File: src/rtl/tss_pkg.sv
// Shared types, constants and saturation helpers for the tridiagonal solver.
// Used by tss_divider and tridiagonal_system_solver_core; no dependencies.
package tss_pkg;

    localparam int DATA_W    = 32;
    localparam int ROW_IDX_W = 6;

    typedef logic signed [DATA_W-1:0] fx_t;

    typedef struct packed {
        fx_t  value;
        logic clamped;
    } sat_t;

    typedef struct packed {
        logic start;
        fx_t  num;
        fx_t  den;
    } div_req_t;

    typedef struct packed {
        logic done;
        fx_t  quo;
        logic sat;
    } div_rsp_t;

    function automatic sat_t sat_wide(input logic signed [2*DATA_W-1:0] v);
        sat_t res;
        logic upper_ok;
        upper_ok = (v[2*DATA_W-1:DATA_W-1] == '0) || (v[2*DATA_W-1:DATA_W-1] == '1);
        if (upper_ok)
        begin
            res.value   = v[DATA_W-1:0];
            res.clamped = 1'b0;
        end
        else
        begin
            res.value   = v[2*DATA_W-1] ? {1'b1, {(DATA_W-1){1'b0}}}
                                        : {1'b0, {(DATA_W-1){1'b1}}};
            res.clamped = 1'b1;
        end
        return res;
    endfunction

    function automatic sat_t sat_sub(input fx_t a, input fx_t b);
        sat_t res;
        logic signed [DATA_W:0] d;
        d = {a[DATA_W-1], a} - {b[DATA_W-1], b};
        if (d[DATA_W] != d[DATA_W-1])
        begin
            res.value   = d[DATA_W] ? {1'b1, {(DATA_W-1){1'b0}}}
                                    : {1'b0, {(DATA_W-1){1'b1}}};
            res.clamped = 1'b1;
        end
        else
        begin
            res.value   = d[DATA_W-1:0];
            res.clamped = 1'b0;
        end
        return res;
    endfunction

endpackage

File: src/rtl/tss_divider.sv
// Iterative restoring divider: (num * 2^FRAC_BITS) / den, truncated and saturated.
// Depends on tss_pkg for the request and response structs.
module tss_divider #(
    parameter int FRAC_BITS = 16
) (
    input  logic               clk,
    input  logic               rst_n,
    input  tss_pkg::div_req_t  req,
    output tss_pkg::div_rsp_t  rsp
);

    localparam int DW = tss_pkg::DATA_W + FRAC_BITS;
    localparam int CW = $clog2(DW + 1);
    localparam int W  = tss_pkg::DATA_W;

    logic [CW-1:0] cnt_reg;
    logic          run_reg;
    logic [W-1:0]  rem_reg;
    logic [DW-1:0] dq_reg;
    logic [W-1:0]  dmag_reg;
    logic          neg_reg;
    logic          dzero_reg;
    logic          npos_reg;
    logic          nneg_reg;
    logic          done_reg;
    tss_pkg::fx_t  quo_reg;
    logic          sat_reg;

    logic [W:0]    trial;
    logic [W-1:0]  nmag;
    logic [W-1:0]  dmag;
    logic          big_pos;
    logic          big_neg;

    assign nmag    = req.num[W-1] ? W'(-req.num) : W'(req.num);
    assign dmag    = req.den[W-1] ? W'(-req.den) : W'(req.den);
    assign trial   = {rem_reg, dq_reg[DW-1]};
    assign big_pos = |dq_reg[DW-1:W-1];
    assign big_neg = (|dq_reg[DW-1:W]) || (dq_reg[W-1] && (|dq_reg[W-2:0]));

    always_ff @(posedge clk or negedge rst_n)
    begin
        if (!rst_n)
        begin
            cnt_reg  <= '0;
            run_reg  <= 1'b0;
            done_reg <= 1'b0;
        end
        else
        begin
            done_reg <= 1'b0;
            if (req.start)
            begin
                cnt_reg <= CW'(DW);
                run_reg <= 1'b1;
            end
            else if (run_reg)
            begin
                if (cnt_reg != '0)
                begin
                    cnt_reg <= cnt_reg - 1'b1;
                end
                else
                begin
                    run_reg  <= 1'b0;
                    done_reg <= 1'b1;
                end
            end
        end
    end

    always_ff @(posedge clk)
    begin
        if (req.start)
        begin
            rem_reg   <= '0;
            dq_reg    <= {nmag, {FRAC_BITS{1'b0}}};
            dmag_reg  <= dmag;
            neg_reg   <= req.num[W-1] ^ req.den[W-1];
            dzero_reg <= (req.den == '0);
            npos_reg  <= !req.num[W-1] && (req.num != '0);
            nneg_reg  <= req.num[W-1];
        end
        else if (run_reg)
        begin
            if (cnt_reg != '0)
            begin
                if (trial >= {1'b0, dmag_reg})
                begin
                    rem_reg <= W'(trial - {1'b0, dmag_reg});
                    dq_reg  <= {dq_reg[DW-2:0], 1'b1};
                end
                else
                begin
                    rem_reg <= trial[W-1:0];
                    dq_reg  <= {dq_reg[DW-2:0], 1'b0};
                end
            end
            else
            begin
                if (dzero_reg)
                begin
                    sat_reg <= 1'b1;
                    quo_reg <= npos_reg ? {1'b0, {(W-1){1'b1}}} :
                               nneg_reg ? {1'b1, {(W-1){1'b0}}} : '0;
                end
                else if (!neg_reg)
                begin
                    sat_reg <= big_pos;
                    quo_reg <= big_pos ? {1'b0, {(W-1){1'b1}}} : dq_reg[W-1:0];
                end
                else
                begin
                    sat_reg <= big_neg;
                    quo_reg <= big_neg ? {1'b1, {(W-1){1'b0}}} : -dq_reg[W-1:0];
                end
            end
        end
    end

    assign rsp.done = done_reg;
    assign rsp.quo  = quo_reg;
    assign rsp.sat  = sat_reg;

endmodule

File: config.mk
export PLATFORM = sky130hd
export DESIGN_NAME = tss_divider
export DESIGN_NICKNAME = d
export VERILOG_FILES = /design/src/rtl/tss_pkg.sv /design/src/rtl/tss_divider.sv
export SDC_FILE = /design/constraint.sdc
export NUM_CORES = 1
export LEC_CHECK = 0
export BUFFER_PORTS_ARGS = -buffer_cell sky130_fd_sc_hd__buf_4
export CAP_MARGIN = 0
export CORE_ASPECT_RATIO = 2
export CORE_MARGIN = 2
export CORE_UTILIZATION = 40
export DETAILED_ROUTE_END_ITERATION = 8
export GPL_TIMING_DRIVEN = 1
export PLACE_DENSITY = 0.54
export RECOVER_POWER = 50
export SYNTH_ARGS = -nofsm -noshare
export SYNTH_HDL_FRONTEND = slang
export SYNTH_SLANG_ARGS = --single-unit
File: constraint.sdc
create_clock -name clk -period 4.5 [get_ports clk]
set_clock_uncertainty 0.05 [all_clocks]
set_input_delay 0.9 -clock clk [delete_from_list [all_inputs] [get_ports clk]]
set_output_delay 0.9 -clock clk [all_outputs]
set_load 0.05 [all_outputs]
# Yosys cells after proc, flatten, opt, wreduce, memory -nomap -nowiden
# Cells that the tools add are included.
[word_totals]
reg_bits = 157
output_inout_bits = 34
[op_classes]
n_addsub = 5
n_lt_le_gt_ge = 1
n_mux = 23
bitwise = 3
n_reduce_logical = 15
[ops]
columns = ["cell", "n"]
rows = [
  ["$mux 32", 8],
  ["$mux 48", 3],
  ["$neg 32->32", 3],
  ["$ge 33x32->1", 1],
  ["$logic_not 32->1", 1],
  ["$reduce_bool 32->1", 1],
  ["$sub 32x32->32", 1],
  ["$mux 31", 1],
  ["$reduce_or 31->1", 1],
  ["$mux 6", 3],
  ["$reduce_or 17->1", 1],
  ["$reduce_or 16->1", 1],
  ["$mux 1", 8],
  ["$reduce_bool 6->1", 1],
  ["$sub 6x1->6 const B", 1],
  ["$reduce_and 2->1", 2],
  ["$reduce_bool 2->1", 2],
  ["$reduce_and 3->1", 1],
  ["$logic_and 1x1->1", 2],
  ["$not 1->1", 2],
  ["$logic_not 1->1", 1],
  ["$logic_or 1x1->1", 1],
  ["$xor 1x1->1", 1],
]

# Depth between registers and ports, before layout
# Gate-level depths: netlist (run 1).
[depth]
word_depth = 6
mapped_depth = 13
mapped_depth_nobuf = 11

# Least setup slack after synthesis (run 1)
# Ideal clock, no wire load.
[synth_timing]
kind = "input to register"
from = "input port req[64] in the netlist's numbering"
to = "register quo_reg[0], enable pin"
t_arrival_ps = 3770
setup_slack_ps = 209
stages = 3
path_cell_list = "clkbuf_1 -> buf_1 -> nor3b_1"
[synth_between]
elab_chain_cells = 2
[synth_rtl]
columns = ["element", "line_no", "source"]
rows = [
  ["start: declaration", "tss_divider.sv:8", "input tss_pkg::div_req_t req,"],
  ["$not 1->1 (no source line)", "n/a", ""],
  ["$reduce_and 3->1 (no source line)", "n/a", ""],
  ["end signal: assignment", "tss_divider.sv:104", "quo_reg <= npos_reg ? {1'b0, {(W-1){1'b1}}} :"],
  ["end signal: assignment", "tss_divider.sv:110", "quo_reg <= big_pos ? {1'b0, {(W-1){1'b1}}} : dq_reg[W-1:0];"],
  ["end signal: assignment", "tss_divider.sv:115", "quo_reg <= big_neg ? {1'b1, {(W-1){1'b0}}} : -dq_reg[W-1:0];"],
  ["end: declaration", "tss_divider.sv:26", "tss_pkg::fx_t quo_reg;"],
]
# No other way between the ends.
# A chain may end at the register's enable or synchronous reset.

==> impl_metrics.toml, run 1 <==
[clock_tree]
clk_pin_slew_ps = 60
root_buffer = "clkbuf_16"
cts.repair.resized = 0
post_cts_buffers = 0
cts.path.max_buffers = 2
cts_buffers = 17
htreeDepth = 4
postCtsHoldBufs = 0
cts_tree = "yes"
cts_num_sinks = 157
insertion_delay_ps = 440

[finish]
final_cell_mix = "140 x nand2_1, 110 x a21oi_1, 101 x edfxtp_1"
drive_gt1_frac = 0.101
stdcell_area_mm2 = 0.0114
area_growth_pct = 14.3
nets = 1294
final_common_cell = "nand2_1"
largest_reg_flops = 48
num_antenna_cells = 0

[worst_setup_path]
crit_required_ps = 4760
end_kind = "register"
cp.arrival_ps = 3870
path_class = "in -> reg"
crit_path_start_kind = "input pin"
crit_fanout = 42
r2r_slack_ps = 960

[synthesis]
synth_top_area_share = 0.305
synth_warnings = 0
ys_types = 68
synth.largest_area_cell = "edfxtp_1"
synth_edf_count = 101
ys.flop_type = "edfxtp_1"
ys_ff_latch = 157
synth-seq-area-share = 0.421
synth_top_cells_by_area = "edfxtp_1 30%, dfxtp_1 9.6%, xnor2_1 5.9%"
synth_cells = 1113
async_flop_share = 0.0510
avgSynthCellArea_um2 = 8.95
syn_area_mm2 = 0.00996
synth_nets = 1218

[sta]
setup_viol = 0
fin_crit_ps = 3610
setup_tns_ps = 0
rsz0062_at_grt = "false"
fmax_mhz = 277
hold_viol_final = 0
slew_headroom = -0.520
period_share = 0.802
tightest_slew_ps = 2280
maxSlewViolCount = 43
worst_slack_ps = 891

[route]
wl_per_cell_um = 17.4
vias = 8414
routed_via_density = 5.49
drt-total-wl_um = 26600
drt_iter0_markers = 475
first_pass_iters = 5
drc_errors = 0
antenna_left = 0

[power_and_ir_drop]
p_leak_nw = 4.29
power.total_mw = 4.12
ir_drop_mv = 0.246
p_per_area_mw_per_mm2 = 362

[grt]
grt_pass1_wl_um = 43200
track_usage = 0.213
antenna_found_initial = 0
grt.overflow.total = 0
grt_max_degree = 63
grt_pass1_vias = 8507

[floorplanning]
boundaryPins = 101
die_y_um = 227
dieArea_mm2 = 0.0263
start_util = 0.408
fp-row-count = 81
core_mm2 = 0.0244
die_w_um = 116

[status]
violations = "max-capacitance violations, max-slew violations"
outcome = "finished, violations left"

[min_path]
hold_class = "in -> async"

[place]
dp_hpwl_um = 20100
pre_cts_slack_ps = 663
placement.io_buffers = 100
place.gp.congestion = 0.864
placement.cell_area_mm2 = 0.0110

[flow_run]
cap_viol_max_count = 1
per-layer routing:
metal / share of wire / wire length (µm) / vias up / global-route usage
met5: 0 / 0 / - / 0
met4: 0.054 / 1440 / 0 / 0.131
met3: 0.024 / 627 / 69 / 0.0280
li1: - / - / 4255 / -
met1: 0.35 / 9320 / 3914 / 0.195
met2: 0.57 / 15200 / 176 / 0.423
critical path, cell delays in order:
cell,delay [ps]
clkbuf_1,1590
inv_1,160
clkbuf_2,570
and3_1,370
a41oi_1,140
o21ai_0,100
worst paths after layout:
| path | cells past startpoint | end | start |
|---|---|---|---|
| min in group clk | 2 | rem_reg[8]$_SDFFE_PP0P_ | rem_reg[8]$_SDFFE_PP0P_ |
| hold reg to reg | 2 | rem_reg[8]$_SDFFE_PP0P_ | rem_reg[8]$_SDFFE_PP0P_ |
| setup reg to reg | 11 | rem_reg[4]$_SDFFE_PP0P_ | dmag_reg[28]$_DFFE_PP_ |
| setup / recovery | 6 | rem_reg[21]$_SDFFE_PP0P_ | req[64] |
| max in group asynchronous | 1 | cnt_reg[5]$_DFFE_PN0P_ | rst_n |
| hold / removal | 1 | cnt_reg[0]$_DFFE_PN0P_ | rst_n |
Yosys cell counts, types with 8 or more instances:
| library cell | n |
|---|---|
| inv_1 | 54 |
| a21o_1 | 23 |
| a211oi_1 | 14 |
| or4_1 | 11 |
| o21ai_1 | 13 |
| nor4_1 | 19 |
| a21oi_1 | 111 |
| nand3_1 | 21 |
| nand2_1 | 140 |
| a31oi_1 | 14 |
| nor2_1 | 41 |
| dfrtp_1 | 8 |
| o31ai_1 | 18 |
| clkbuf_1 | 47 |
| nand2b_1 | 9 |
| mux2i_1 | 18 |
| nor3_1 | 35 |
| xnor2_1 | 67 |
| edfxtp_1 | 101 |
| o21ai_0 | 94 |
| or3_1 | 19 |
| nor3b_1 | 15 |
| dfxtp_1 | 48 |
| nand4_1 | 8 |
| xor2_1 | 21 |
| ha_1 | 37 |
| o41ai_1 | 9 |
where the power goes:
group / leakage, nW / switching (mW) / internal (mW)
Sequential: 1.48 / 0.107 / 1.68
Clock: 0.258 / 0.593 / 0.731
Combinational: 2.55 / 0.587 / 0.418
cell families (layout without fill, tap and decap cells):
family                     after synthesis  in the layout  share of synthesized area
and+or+nand+nor                        353            353                      0.180
AOI/OAI and AO/OA                      345            345                      0.210
DFF                                    157            157                      0.421
buffers and inverters                  114            203                     0.0455
xor gates and xnor gates                88             88                     0.0774
adders and majority gates               38             38                     0.0485
muxes                                   18             18                     0.0181
metrics by stage:
stage               hold WS, ps  utilization  std cells
floorplan                   395            -       1113
global placement            415        0.451       1502
detailed placement          425        0.451       1502
CTS                         208        0.473       1534
global route                380        0.466       1534
finish                      327        0.466       1534
layout make-up:
| type | instances | area [µm²] |
|---|---|---|
| clock buffers | 21 | 462 |
| clock inverters | 11 | 67.6 |
| fillers | 2457 | 13000 |
| inverters | 54 | 203 |
| multi-input cells | 842 | 5320 |
| flip-flops and latches | 157 | 4190 |
| well taps | 332 | 415 |
| repair buffers | 117 | 722 |
Power figures use the tool's default switching activity.
==> run 2, diff against run 1 <==
- clock period: 4.5 -> 3.7 ns (I/O delays scaled with it)
==> impl_metrics.toml, run 2 (same netlist as run 1, synthesis figures left out) <==
[sta]
rsz0062_at_grt = "false"
hold_viol_final = 0
maxSlewViolCount = 81
setup_tns_ps = 0
slew_headroom = -0.587
fin_crit_ps = 3340
setup_viol = 0
tightest_slew_ps = 2380
period_share = 0.902
worst_slack_ps = 363
fmax_mhz = 300

[clock_tree]
cts_tree = "yes"
root_buffer = "clkbuf_16"
cts.path.max_buffers = 2
cts_buffers = 17
insertion_delay_ps = 440
post_cts_buffers = 0
cts_num_sinks = 157
clk_pin_slew_ps = 60
postCtsHoldBufs = 0
htreeDepth = 4
cts.repair.resized = 0

[route]
drt-total-wl_um = 27200
antenna_left = 0
first_pass_iters = 4
drc_errors = 0
routed_via_density = 5.54
wl_per_cell_um = 17.6
drt_iter0_markers = 423
vias = 8572

[power_and_ir_drop]
p_per_area_mw_per_mm2 = 452
p_sw_frac = 0.293
switching_power_mw = 1.53
power.total_mw = 5.23
ir_drop_mv = 0.261
p_int_mw = 3.70
seq_power_share = 0.416
power_frac_comb = 0.240
p_leak_nw = 4.40
power_frac_clock = 0.345

[finish]
n_fill_cell = 2413
num_antenna_cells = 0
final_common_cell = "nand2_1"
drive_gt1_frac = 0.109
stdcell_area_mm2 = 0.0116
finalCoreUtilization = 0.474
largest_reg_flops = 48
nets = 1309
final_cell_mix = "140 x nand2_1, 110 x a21oi_1, 101 x edfxtp_1"
area_growth_pct = 16.3

[worst_setup_path]
path_buf_inv = 2
path_cells = "inv_1, ha_1, and3_1, nand3_1, or4_1, o311ai_1, a211o_1, a21oi_2, buf_4, or4_1, a21oi_1"
slowest_delay_ps = 550
crit_fanout = 17
path_class = "reg -> reg"
end_kind = "register"
slowest_stage = "or4_1"
cp.arrival_ps = 3650
cp_common_cell = "or4_1"
cpLargestDelayFamily = "simple AND/OR/NAND/NOR gates"
crit_required_ps = 4010
crit_path_start_kind = "register"

[grt]
track_usage = 0.215
grt_max_degree = 60
grt.overflow.total = 0
grt_pass1_wl_um = 43300
antenna_found_initial = 0
grt_pass1_vias = 8518

[min_path]
hold_class = "in -> async"

[flow_run]
cap_viol_max_count = 2

[floorplanning]
boundaryPins = 101
fp-row-count = 81
start_util = 0.408
dieArea_mm2 = 0.0263
die_w_um = 116
core_mm2 = 0.0244
die_y_um = 227

[place]
pre_cts_slack_ps = 121
placement.io_buffers = 100
dp_hpwl_um = 20900
placement.cell_area_mm2 = 0.0111
place.gp.congestion = 0.902

[status]
outcome = "finished, violations left"
violations = "max-capacitance violations, max-slew violations"
## run 2: final timing paths
check / from / end / slack [ps] / depth (start not counted)
min: rst_n / run_reg$_DFF_PN0_ / 170 / 1
min in group clk: rem_reg[10]$_SDFFE_PP0P_ / rem_reg[10]$_SDFFE_PP0P_ / 420 / 2
max: dmag_reg[28]$_DFFE_PP_ / rem_reg[28]$_SDFFE_PP0P_ / 360 / 11
max in group asynchronous: rst_n / cnt_reg[4]$_DFFE_PN0P_ / 3100 / 1
min reg2reg: rem_reg[10]$_SDFFE_PP0P_ / rem_reg[10]$_SDFFE_PP0P_ / 420 / 2
max reg2reg: dmag_reg[28]$_DFFE_PP_ / rem_reg[28]$_SDFFE_PP0P_ / 360 / 11
## run 2: power by group through the flow
stage	Sequential [mW]	Combinational [mW]	Clock, mW
floorplan	2.17	0.878	0
global placement	2.21	1.24	0
detailed placement	2.21	1.25	0
CTS	2.17	1.26	1.84
global route	2.20	1.40	1.91
finish	2.17	1.25	1.80
## run 2: area by class of cell
type / instances / area, µm² / share of cell area
multi-input combinational: 842 / 5330 / 0.460
sequential: 157 / 4190 / 0.362
timing repair buffer: 132 / 835 / 0.0721
clock buffer: 25 / 495 / 0.0428
tap: 332 / 415 / 0.0359
inverter: 54 / 203 / 0.0175
clock inverter: 6 / 108 / 0.00929
## run 2: per-layer routing
| layer | routed length [µm] | vias to the layer above | GRT usage |
|---|---|---|---|
| met5 | 0 | - | 0 |
| met4 | 1370 | 0 | 0.125 |
| met3 | 721 | 70 | 0.0314 |
| met2 | 16000 | 215 | 0.435 |
| met1 | 9170 | 4020 | 0.192 |
| li1 | - | 4267 | - |
## run 2: worst reg2reg max path, cell delays in order (launching register included)
cell,delay [ps]
edfxtp_1,320
inv_1,40
ha_1,400
and3_1,310
nand3_1,180
or4_1,550
o311ai_1,260
a211o_1,230
a21oi_2,50
buf_4,220
or4_1,540
a21oi_1,120
## run 2: per-stage QoR
stage               hold slack (ps)  cells
floorplan                       394   1113
global placement                412   1517
detailed placement              420   1517
CTS                            48.4   1548
global route                    210   1548
finish                          174   1548
==> run 3, diff against run 2 <==
- CORE_UTILIZATION: 40 -> 53
- PLACE_DENSITY: 0.54 -> 0.72
- clock period: 3.7 -> 2.95 ns (I/O delays scaled with it)
==> impl_metrics.toml, run 3 (same netlist as run 1, synthesis figures left out) <==
[min_path]
holdPathStages = 1
hold_end = "dmag_reg[0]$_DFFE_PP_"
hold_class = "in -> reg"
min_from = "req[0]"

[sta]
slew_headroom = -0.00165
fmax_mhz = 335
worst_slack_ps = -34.8
hold_viol_final = 0
rsz0062_at_grt = "true"
tightest_slew_ps = 1500
fin_crit_ps = 2980
period_share = 1.01
setup_viol = 2
setup_tns_ps = -56.2
maxSlewViolCount = 34

[floorplanning]
boundaryPins = 101
die_y_um = 198
die_w_um = 101
start_util = 0.534
dieArea_mm2 = 0.0200
core_mm2 = 0.0187
fp-row-count = 71

[clock_tree]
insertion_delay_ps = 430
htreeDepth = 4
cts_num_sinks = 157
cts_buffers = 17
root_buffer = "clkbuf_16"
cts.path.max_buffers = 2
clk_pin_slew_ps = 60
cts_tree = "yes"

[route]
vias = 9225
drt-total-wl_um = 26800
wl_per_cell_um = 17.4
routed_via_density = 5.99
drt_iter0_markers = 455
drc_errors = 0
first_pass_iters = 5
antenna_left = 0

[place]
place.gp.congestion = 0.967
pre_cts_slack_ps = -348
placement.io_buffers = 100
dp_hpwl_um = 20400

[finish]
final_cell_mix = "183 x buf_4, 140 x nand2_1, 108 x a21oi_1"
final_common_cell = "buf_4"
largest_reg_flops = 48
area_growth_pct = 25.1
drive_gt1_frac = 0.213
num_antenna_cells = 0
finalCoreUtilization = 0.668
n_fill_cell = 1562
nets = 1413

[worst_setup_path]
crit_path_start_kind = "register"
end_kind = "register"
cp.arrival_ps = 3300
rr_startpoint = "dq_reg[47]$_DFFE_PP_"
crit_required_ps = 3260
path_class = "reg -> reg"
r2r_slack_ps = -30
r2r_cells = 13
r2r_end = "rem_reg[28]$_SDFFE_PP0P_"
crit_fanout = 5

[power_and_ir_drop]
p_leak_nw = 4.98
p_per_area_mw_per_mm2 = 530
switching_power_mw = 2.02
seq_power_share = 0.412
power_frac_clock = 0.295
p_int_mw = 4.59
power.total_mw = 6.61
p_sw_frac = 0.306
power_frac_comb = 0.293
ir_drop_mv = 0.395

[status]
violations = "max-capacitance violations, max-slew violations, negative setup slack"
outcome = "finished, violations left"

[grt]
grt.overflow.total = 0
grt_max_degree = 54
track_usage = 0.271
grt_pass1_vias = 9369
antenna_found_initial = 0
grt_pass1_wl_um = 42800

[flow_run]
cap_viol_max_count = 1
==> run 3: cell types whose count changed in the layout (fill, tap and decap cells not counted), sizes merged <==
cell,previous run,this run
buf,90,191
clkinv,3,7
bufinv,3,0
inv,54,56
dlygate4sd3,0,1
==> run 3: how the worst max path moves through the flow <==
stage	start	end	slack, ps	cells after the start
after global routing	dq_reg[47]$_DFFE_PP_	rem_reg[28]$_SDFFE_PP0P_	-160	13
after floorplan	req[38]	dq_reg[42]$_DFFE_PP_	-140	8
final	dq_reg[47]$_DFFE_PP_	rem_reg[28]$_SDFFE_PP0P_	-30	13
after detailed placement	req[48]	dq_reg[43]$_DFFE_PP_	-350	8
after CTS	dq_reg[17]$_DFFE_PP_	quo_reg[31]$_DFFE_PP_	-20	8
after global placement	req[48]	dq_reg[43]$_DFFE_PP_	-350	8
==> run 3: area by class of cell <==
type	instances	area (µm²)	share of cell area
inverter	54	203	0.0163
clock inverter	9	47.5	0.00382
multi-input combinational	842	5580	0.448
tap	219	274	0.0220
sequential	157	4190	0.337
clock buffer	23	462	0.0371
timing repair buffer	236	1700	0.136
==> run 3: worst max-delay path: stages, from the launching register on <==
cell and delay, ps:
edfxtp_1 380, inv_2 50, ha_2 200, fa_2 420
nor2b_4 140, o2111ai_2 120, a21boi_1 150, buf_4 140
a31oi_1 80, buf_4 170, o311a_4 320, and4b_1 170
or4_4 410, a21oi_2 110
==> run 3: repair_timing <==
item,CTS,global route
hold endpoints to repair,8,0
gates resized for setup,5,45
hold buffers,1,0
pin swaps,4,14
setup buffers,0,7
setup endpoints to repair,8,63
cloned,0,1
==> run 3: power by group through the flow <==
stage | combinational (mW) | clock [mW] | sequential, mW
after floorplan | 1.11 | 0 | 2.72
after detailed placement | 1.79 | 0 | 2.76
after global routing | 2.13 | 2.06 | 2.75
after global placement | 1.76 | 0 | 2.75
final | 1.93 | 1.95 | 2.72
after CTS | 1.81 | 1.97 | 2.71
==> run 3: metrics by stage <==
| stage | cell area, µm² | instances | hold WS, ps |
|---|---|---|---|
| 2_1_floorplan | 10000 | 1113 | 244 |
| 3_3_place_gp | 11800 | 1499 | 363 |
| 3_5_place_dp | 11800 | 1499 | 364 |
| 4_1_cts | 12300 | 1532 | 292 |
| 5_1_grt | 12500 | 1540 | 317 |
| 6_report | 12500 | 1540 | 331 |
==> run 3: layer usage <==
metal,GRT usage,vias up,part of all wire
met4,0.181,0,0.066
met5,0,-,0
met2,0.538,326,0.56
met1,0.241,4282,0.33
li1,-,4500,-
met3,0.0371,117,0.041
